## src/rtl/tti_pkg.sv

```systemverilog
// Shared types, constants and character helpers for the text-to-integer parser.
// No dependencies; imported by tti_step, text_to_integer_parser and the testbench.
package tti_pkg;

    localparam int VALUE_WIDTH_DEF = 32;
    localparam int COUNT_WIDTH_DEF = 16;
    localparam int CH_W            = 8;
    localparam int BASE_W          = 6;

    localparam logic [BASE_W-1:0] BASE_AUTO    = 6'd0;
    localparam logic [BASE_W-1:0] BASE_INVALID = 6'd1;
    localparam logic [BASE_W-1:0] BASE_OCT     = 6'd8;
    localparam logic [BASE_W-1:0] BASE_DEC     = 6'd10;
    localparam logic [BASE_W-1:0] BASE_HEX     = 6'd16;
    localparam logic [BASE_W-1:0] BASE_MAX     = 6'd36;
    localparam logic [BASE_W-1:0] NO_DIGIT     = 6'd36;

    localparam logic [CH_W-1:0] CH_SPACE = 8'h20;
    localparam logic [CH_W-1:0] CH_TAB   = 8'h09;
    localparam logic [CH_W-1:0] CH_CR    = 8'h0d;
    localparam logic [CH_W-1:0] CH_0     = 8'h30;
    localparam logic [CH_W-1:0] CH_9     = 8'h39;
    localparam logic [CH_W-1:0] CH_LA    = 8'h61;
    localparam logic [CH_W-1:0] CH_LZ    = 8'h7a;
    localparam logic [CH_W-1:0] CH_UA    = 8'h41;
    localparam logic [CH_W-1:0] CH_UZ    = 8'h5a;
    localparam logic [CH_W-1:0] CH_X     = 8'h78;
    localparam logic [CH_W-1:0] CH_MINUS = 8'h2d;
    localparam logic [CH_W-1:0] CH_PLUS  = 8'h2b;

    typedef enum logic [3:0] {
        PH_WS     = 4'b0001,
        PH_SIGNED = 4'b0010,
        PH_ZERO   = 4'b0100,
        PH_DIGITS = 4'b1000
    } phase_t;

    typedef struct packed {
        phase_t            phase;
        logic              neg;
        logic [BASE_W-1:0] base;
    } ctrl_t;

    localparam ctrl_t CTRL_CLEAR = '{phase: PH_WS, neg: 1'b0, base: BASE_AUTO};

    function automatic logic is_space(input logic [CH_W-1:0] c);
        return (c == CH_SPACE) || (c >= CH_TAB && c <= CH_CR);
    endfunction

    // Digit value of a character, NO_DIGIT when it is none.
    function automatic logic [BASE_W-1:0] digit_of(input logic [CH_W-1:0] c);
        logic [CH_W-1:0] t;
        t = 8'h00;
        if (c >= CH_0 && c <= CH_9) begin
            t = c - CH_0;
        end else if (c >= CH_LA && c <= CH_LZ) begin
            t = c - CH_LA + 8'd10;
        end else if (c >= CH_UA && c <= CH_UZ) begin
            t = c - CH_UA + 8'd10;
        end else begin
            t = {2'b00, NO_DIGIT};
        end
        return t[BASE_W-1:0];
    endfunction

endpackage

```

## src/rtl/text_to_integer_parser.sv

```systemverilog
// Streaming strtol-style parser: one character per beat in, one result per parse out.
// Throughput: 1 character per cycle unless a result waits on m_axis_tready; multiply-add is combinational.
// A character is held in an input register; the step logic writes the result register.
// Reset (aresetn low, synchronous) clears the parse state, base_mode and both valids.
// Depends on tti_pkg and tti_step.
module text_to_integer_parser import tti_pkg::*; #(
    parameter int VALUE_WIDTH = VALUE_WIDTH_DEF,
    parameter int COUNT_WIDTH = COUNT_WIDTH_DEF
) (
    input  logic                  aclk,
    input  logic                  aresetn,
    input  logic                  cfg_wr_en,
    input  logic [BASE_W-1:0]     cfg_wr_data,     // base_mode
    input  logic                  s_axis_tvalid,
    output logic                  s_axis_tready,
    input  logic [CH_W-1:0]       s_axis_tdata,    // [7:0] ch
    output logic                  m_axis_tvalid,
    input  logic                  m_axis_tready,
    // value from bit 0, then consumed_count, zero padded to whole bytes
    output logic [((VALUE_WIDTH+COUNT_WIDTH+7)/8)*8-1:0] m_axis_tdata,
    output logic                  m_axis_tuser     // bad_base
);

    localparam int DATA_W = ((VALUE_WIDTH + COUNT_WIDTH + 7) / 8) * 8;

    logic [BASE_W-1:0]      base_mode_reg;
    logic                   in_valid_reg;
    logic [CH_W-1:0]        ch_reg;
    ctrl_t                  ctrl_reg;
    ctrl_t                  ctrl_next;
    logic [VALUE_WIDTH-1:0] acc_reg;
    logic [VALUE_WIDTH-1:0] acc_next;
    logic [COUNT_WIDTH-1:0] cnt_reg;
    logic [COUNT_WIDTH-1:0] cnt_next;
    logic                   out_valid_reg;
    logic [VALUE_WIDTH-1:0] value_reg;
    logic [COUNT_WIDTH-1:0] count_reg;
    logic                   bad_reg;

    logic                   step_emit;
    logic                   step_bad;
    logic [VALUE_WIDTH-1:0] step_value;
    logic [COUNT_WIDTH-1:0] step_count;
    logic                   consume;
    logic                   s_accept;

    tti_step #(
        .VALUE_WIDTH (VALUE_WIDTH),
        .COUNT_WIDTH (COUNT_WIDTH)
    ) u_step (
        .ch        (ch_reg),
        .base_mode (base_mode_reg),
        .ctrl      (ctrl_reg),
        .acc       (acc_reg),
        .cnt       (cnt_reg),
        .ctrl_next (ctrl_next),
        .acc_next  (acc_next),
        .cnt_next  (cnt_next),
        .emit      (step_emit),
        .bad       (step_bad),
        .res_value (step_value),
        .res_count (step_count)
    );

    // advance the held beat unless it produces a result that has nowhere to go
    assign consume       = in_valid_reg && (!step_emit || !out_valid_reg || m_axis_tready);
    assign s_axis_tready = !in_valid_reg || consume;
    assign s_accept      = s_axis_tvalid && s_axis_tready;

    always_ff @(posedge aclk) begin
        if (!aresetn) begin
            base_mode_reg <= BASE_AUTO;
            in_valid_reg  <= 1'b0;
            out_valid_reg <= 1'b0;
            ctrl_reg      <= CTRL_CLEAR;
            acc_reg       <= '0;
            cnt_reg       <= '0;
        end else begin
            if (cfg_wr_en) begin
                base_mode_reg <= cfg_wr_data;
            end
            if (s_accept) begin
                in_valid_reg <= 1'b1;
            end else if (consume) begin
                in_valid_reg <= 1'b0;
            end
            if (consume) begin
                ctrl_reg <= ctrl_next;
                acc_reg  <= acc_next;
                cnt_reg  <= cnt_next;
            end
            if (consume && step_emit) begin
                out_valid_reg <= 1'b1;
            end else if (m_axis_tready) begin
                out_valid_reg <= 1'b0;
            end
        end
    end

    always_ff @(posedge aclk) begin
        if (s_accept) begin
            ch_reg <= s_axis_tdata;
        end
        if (consume && step_emit) begin
            value_reg <= step_value;
            count_reg <= step_count;
            bad_reg   <= step_bad;
        end
    end

    assign m_axis_tvalid = out_valid_reg;
    assign m_axis_tdata  = DATA_W'({count_reg, value_reg});
    assign m_axis_tuser  = bad_reg;

    // a bad-base result always carries zero
    a_bad_zero: assert property (@(posedge aclk) disable iff (!aresetn)
        out_valid_reg && bad_reg |-> value_reg == '0 && count_reg == '0)
        else $error("bad_base result with nonzero payload");

    // nothing is accumulated before a base is latched
    a_ws_clear: assert property (@(posedge aclk) disable iff (!aresetn)
        ctrl_reg.phase == PH_WS |-> acc_reg == '0)
        else $error("accumulator nonzero while skipping whitespace");

    // parse state moves only when a held beat is consumed
    a_state_hold: assert property (@(posedge aclk) disable iff (!aresetn)
        !consume |=> $stable(ctrl_reg) && $stable(acc_reg) && $stable(cnt_reg))
        else $error("parse state changed without a consumed beat");

    // an emitting beat always lands in the result register
    a_emit_lands: assert property (@(posedge aclk) disable iff (!aresetn)
        consume && step_emit |=> out_valid_reg)
        else $error("emitted result lost");

endmodule

```

## src/rtl/tti_step.sv

```systemverilog
// Next-state and result logic for one character of the parser.
// Depends on tti_pkg; instantiated by text_to_integer_parser.
module tti_step import tti_pkg::*; #(
    parameter int VALUE_WIDTH = VALUE_WIDTH_DEF,
    parameter int COUNT_WIDTH = COUNT_WIDTH_DEF
) (
    input  logic [CH_W-1:0]        ch,
    input  logic [BASE_W-1:0]      base_mode,
    input  ctrl_t                  ctrl,
    input  logic [VALUE_WIDTH-1:0] acc,
    input  logic [COUNT_WIDTH-1:0] cnt,
    output ctrl_t                  ctrl_next,
    output logic [VALUE_WIDTH-1:0] acc_next,
    output logic [COUNT_WIDTH-1:0] cnt_next,
    output logic                   emit,
    output logic                   bad,
    output logic [VALUE_WIDTH-1:0] res_value,
    output logic [COUNT_WIDTH-1:0] res_count
);

    localparam int PROD_W = VALUE_WIDTH + BASE_W;

    logic [COUNT_WIDTH-1:0] cnt_inc;
    logic [BASE_W-1:0]      digit;
    logic [BASE_W-1:0]      take_base;
    logic [PROD_W-1:0]      prod;
    logic                   take;
    logic                   bad_cfg;
    logic                   auto_or_hex;

    assign cnt_inc     = (cnt == '1) ? cnt : cnt + 1'b1;
    assign digit       = digit_of(ch);
    assign bad_cfg     = (base_mode == BASE_INVALID) || (base_mode > BASE_MAX);
    assign auto_or_hex = (base_mode == BASE_AUTO) || (base_mode == BASE_HEX);
    assign prod        = PROD_W'(acc) * PROD_W'(take_base);

    always_comb begin
        ctrl_next = ctrl;
        acc_next  = acc;
        cnt_next  = cnt;
        emit      = 1'b0;
        bad       = 1'b0;
        take      = 1'b0;
        take_base = ctrl.base;
        unique case (ctrl.phase) inside
            PH_WS, PH_SIGNED: begin
                if (bad_cfg) begin
                    emit = 1'b1;
                    bad  = 1'b1;
                end else if (ctrl.phase == PH_WS && is_space(ch)) begin
                    cnt_next = cnt_inc;
                end else if (ctrl.phase == PH_WS && (ch == CH_MINUS || ch == CH_PLUS)) begin
                    ctrl_next.neg   = (ch == CH_MINUS);
                    ctrl_next.phase = PH_SIGNED;
                    cnt_next        = cnt_inc;
                end else if (auto_or_hex && ch == CH_0) begin
                    ctrl_next.base  = (base_mode == BASE_AUTO) ? BASE_OCT : BASE_HEX;
                    ctrl_next.phase = PH_ZERO;
                    acc_next        = '0;
                    cnt_next        = cnt_inc;
                end else begin
                    take_base      = (base_mode == BASE_AUTO) ? BASE_DEC : base_mode;
                    ctrl_next.base = take_base;
                    take           = 1'b1;
                end
            end
            PH_ZERO: begin
                // lower-case x only turns a leading zero into a hex prefix
                if (ch == CH_X) begin
                    ctrl_next.base  = BASE_HEX;
                    ctrl_next.phase = PH_DIGITS;
                    cnt_next        = cnt_inc;
                end else begin
                    take = 1'b1;
                end
            end
            PH_DIGITS: begin
                take = 1'b1;
            end
            default: begin
                take = 1'b1;
            end
        endcase

        if (take) begin
            if (digit < take_base) begin
                acc_next        = prod[VALUE_WIDTH-1:0] + VALUE_WIDTH'(digit);
                cnt_next        = cnt_inc;
                ctrl_next.phase = PH_DIGITS;
            end else begin
                emit = 1'b1;
            end
        end

        // an ending character is dropped and the parse starts over
        if (emit) begin
            ctrl_next = CTRL_CLEAR;
            acc_next  = '0;
            cnt_next  = '0;
        end
    end

    assign res_value = bad ? '0 : (ctrl.neg ? VALUE_WIDTH'(-acc) : acc);
    assign res_count = bad ? '0 : cnt;

endmodule

```

## config.mk

```make
export PLATFORM = sky130hd
export DESIGN_NAME = text_to_integer_parser
export DESIGN_NICKNAME = d
export VERILOG_FILES = /design/src/rtl/tti_pkg.sv /design/src/rtl/text_to_integer_parser.sv /design/src/rtl/tti_step.sv
export SDC_FILE = /design/constraint.sdc
export NUM_CORES = 1
export LEC_CHECK = 0
export ABC_CLOCK_PERIOD_IN_PS = 7710
export BUFFER_PORTS_ARGS = -buffer_cell sky130_fd_sc_hd__buf_4
export CORE_MARGIN = 4
export CORE_UTILIZATION = 55
export CTS_CLUSTER_SIZE = 20
export DETAILED_ROUTE_END_ITERATION = 10
export PLACE_DENSITY = 0.74
export SETUP_SLACK_MARGIN = 0.3
export SYNTH_ARGS = -nofsm -noshare
export SYNTH_HDL_FRONTEND = slang
export SYNTH_HIERARCHICAL = 1
export SYNTH_SLANG_ARGS = --single-unit
```

## constraint.sdc

```tcl
create_clock -name aclk -period 7.71 [get_ports aclk]
set_input_delay 0.771 -clock aclk [delete_from_list [all_inputs] [get_ports aclk]]
set_output_delay 0.771 -clock aclk [all_outputs]
set_load 0.01 [all_outputs]
```

==> results.json <==
{
  "antenna_found_initial": 0,
  "cp_slowest_cell": "or4_4",
  "period_share": 0.939,
  "netlist_area_sq_um": 13100,
  "fin_crit_ps": 7240,
  "cts_sinks": 124,
  "routed_wl_mm": 33.2,
  "synth_top_area_frac": 0.172,
  "n_antenna_cell": 0,
  "cp-end-kind": "flop",
  "crit_path_start_kind": "flop",
  "critical_path.top_delay_family": "adder cells",
  "synthArstFlopShare": 0,
  "crit_type": "flop to flop",
  "holdBufCountCts": 0,
  "worst_pin_slew_ps": 1100,
  "yosysSeqAreaShare": 0.234,
  "hold_viol_final": 0,
  "ys_seq_elements": 124,
  "cp_slowest_stage_delay_ps": 530,
  "critPathMaxFanout": 7,
  "row_count": 56,
  "drt-initial-drc-count": 899,
  "die_y_microns": 162,
  "clk_path_buf_depth": 2,
  "crit_top_cell": "fa_1",
  "track_usage": 0.251,
  "worst_ep_required_time_ps": 8070,
  "fp.dieW_microns": 162,
  "nets": 1680,
  "status": "complete, no violations",
  "die_area_sq_um": 26300,
  "synth_nets": 1642,
  "drc": 0,
  "cts_made_buffers": 17,
  "synthCells": 1431,
  "grt_pass1_wl_mm": 53.4,
  "viasPerCell": 5.82,
  "grt_util_met3": 0.0429,
  "syn_avg_cell_area_sq_um": 9.13,
  "fin_skew_ps": 21.2,
  "synth_cell_types": 92,
  "synth_area_leaders": "fa_1 17%, edfxtp_1 13%, dfxtp_1 10%",
  "via_count": 10500,
  "cts.reportedPaths.clkPinSlew_ps": 70,
  "crit_path_start": "ch_reg[1]$_DFFE_PP_",
  "cts_tree": "built",
  "regToRegStartpoint": "ch_reg[1]$_DFFE_PP_",
  "grt_start_max_net_pins": 81,
  "final_cells": 1801,
  "cts_root_buf": "clkbuf_16",
  "worstPathArrival_ps": 7590,
  "drt_pass1_iterations": 6,
  "fin_setup_tns_ps": 0,
  "hp-class": "flop to flop",
  "cts_max_level": 4,
  "insertion_delay_ps": 440,
  "yosysWarnings": 6,
  "min_from": "ctrl_reg[5]$_SDFFE_PN0P_",
  "ant_nets": 0,
  "pin_count": 70,
  "synth_edf_count": 57,
  "start_util": 0.558,
  "grtUsageMet2": 0.404,
  "max_slew_margin": 0.266,
  "overflow": 0,
  "top_usage_layer": "met2",
  "yosysTopAreaCell": "fa_1",
  "leakagePower_nw": 6.33,
  "dp_hpwl_mm": 23.0,
  "drv_cap": 0,
  "drv_slew": 0,
  "portBuffers": 69,
  "setup_violations": 0,
  "layout_common_cells": "181 x nor2b_1, 173 x nand2_1, 112 x fa_1",
  "use_met1": 0.345,
  "core_area_sq_um": 23400,
  "routedWlPerCell_microns": 18.4,
  "path_buf_inv": 6,
  "grt_pass1_vias": 10400,
  "finalWeightedCongestion": 0.916,
  "placed_cells": 1746,
  "synth_ff_type": "dfxtp_1",
  "final_layout_size_suffix_gt1_frac": 0.144,
  "max_freq_mhz": 138,
  "p_per_area_nw_per_um2": 129,
  "layout_commonest_cell": "nor2b_1",
  "rsz0062_at_grt": "yes",
  "syn2layout_area_growth_pct": 12.3,
  "vdd_drop_max_mv": 0.109
}
[worst paths after layout]
kind              cells after the start  slack, ps                        to
setup / recovery                     29        470  acc_reg[29]$_SDFFE_PN0P_
hold / removal                        2        480  ctrl_reg[5]$_SDFFE_PN0P_
setup reg to reg                     29        470  acc_reg[29]$_SDFFE_PN0P_
hold reg to reg                       2        480  ctrl_reg[5]$_SDFFE_PN0P_
[cells by family (layout without fill, tap and decap cells)]
kind of cell	Yosys count	count (layout)	share of synthesized area
AND/OR/NAND/NOR	617	617	0.250
AO/OA/AOI/OAI	195	195	0.103
adder cells (fa/ha/maj)	192	192	0.248
buffers and inverters	159	210	0.0565
flip-flops	124	124	0.234
multiplexers	75	75	0.0589
XOR/XNOR	69	69	0.0495
[metal layers]
layer	up-vias	share of wire
met4	0	0.029
met1	5089	0.44
li1	4912	-
met3	73	0.068
met5	-	0
met2	405	0.47
[cells in the mapped netlist (13+ instances only)]
library cell,number
buf_2,17
o21ai_0,33
nand2_1,173
ha_1,80
o31ai_1,15
a21o_1,13
a21oi_1,55
mux2i_1,71
dfxtp_1,67
nor2_1,97
clkbuf_1,57
edfxtp_1,57
fa_1,112
nand3_1,45
inv_1,66
nand2b_1,20
xnor2_1,23
nor2b_1,184
xor2_1,43
[per-stage QoR]
stage | hold WS, ps | worst slack [ps] | utilization | total power, mW | cell area [sq um]
after global routing | 492 | 182 | 0.627 | 1.97 | 14700
final | 476 | 474 | 0.627 | 1.90 | 14700
after CTS | 477 | 362 | 0.611 | 1.88 | 14300
after detailed placement | 470 | 252 | 0.585 | 1.05 | 13700
after global placement | 460 | 439 | 0.585 | 1.04 | 13700
after floorplan | 431 | 412 | - | 0.944 | 13100
[area by class of cell]
type | count | area [sq um]
Timing Repair Buffer | 112 | 926
Tap cell | 319 | 399
Multi-Input combinational cell | 1148 | 9450
Fill cell | 1969 | 8730
Clock inverter | 15 | 165
Sequential cell | 124 | 3050
Inverter | 66 | 248
Clock buffer | 17 | 425
[repair_timing]
item | in CTS | in global routing
gates resized for setup | 1 | 34
buffers inserted | 0 | 21
gates cloned | 0 | 2
pin swaps | 0 | 18
endpoints found under the setup margin | 3 | 15
[power breakdown]
part | total, mW | internal, mW | switching, mW
logic | 0.342 | 0.125 | 0.217
clock network | 0.832 | 0.462 | 0.370
registers | 0.726 | 0.711 | 0.0142
[tightest hold or removal path, stage by stage (launching register included)]
cell and delay [ps]:
dfxtp_1 320, nand2_1 50, mux2i_1 50
Power figures use the tool's default switching activity.
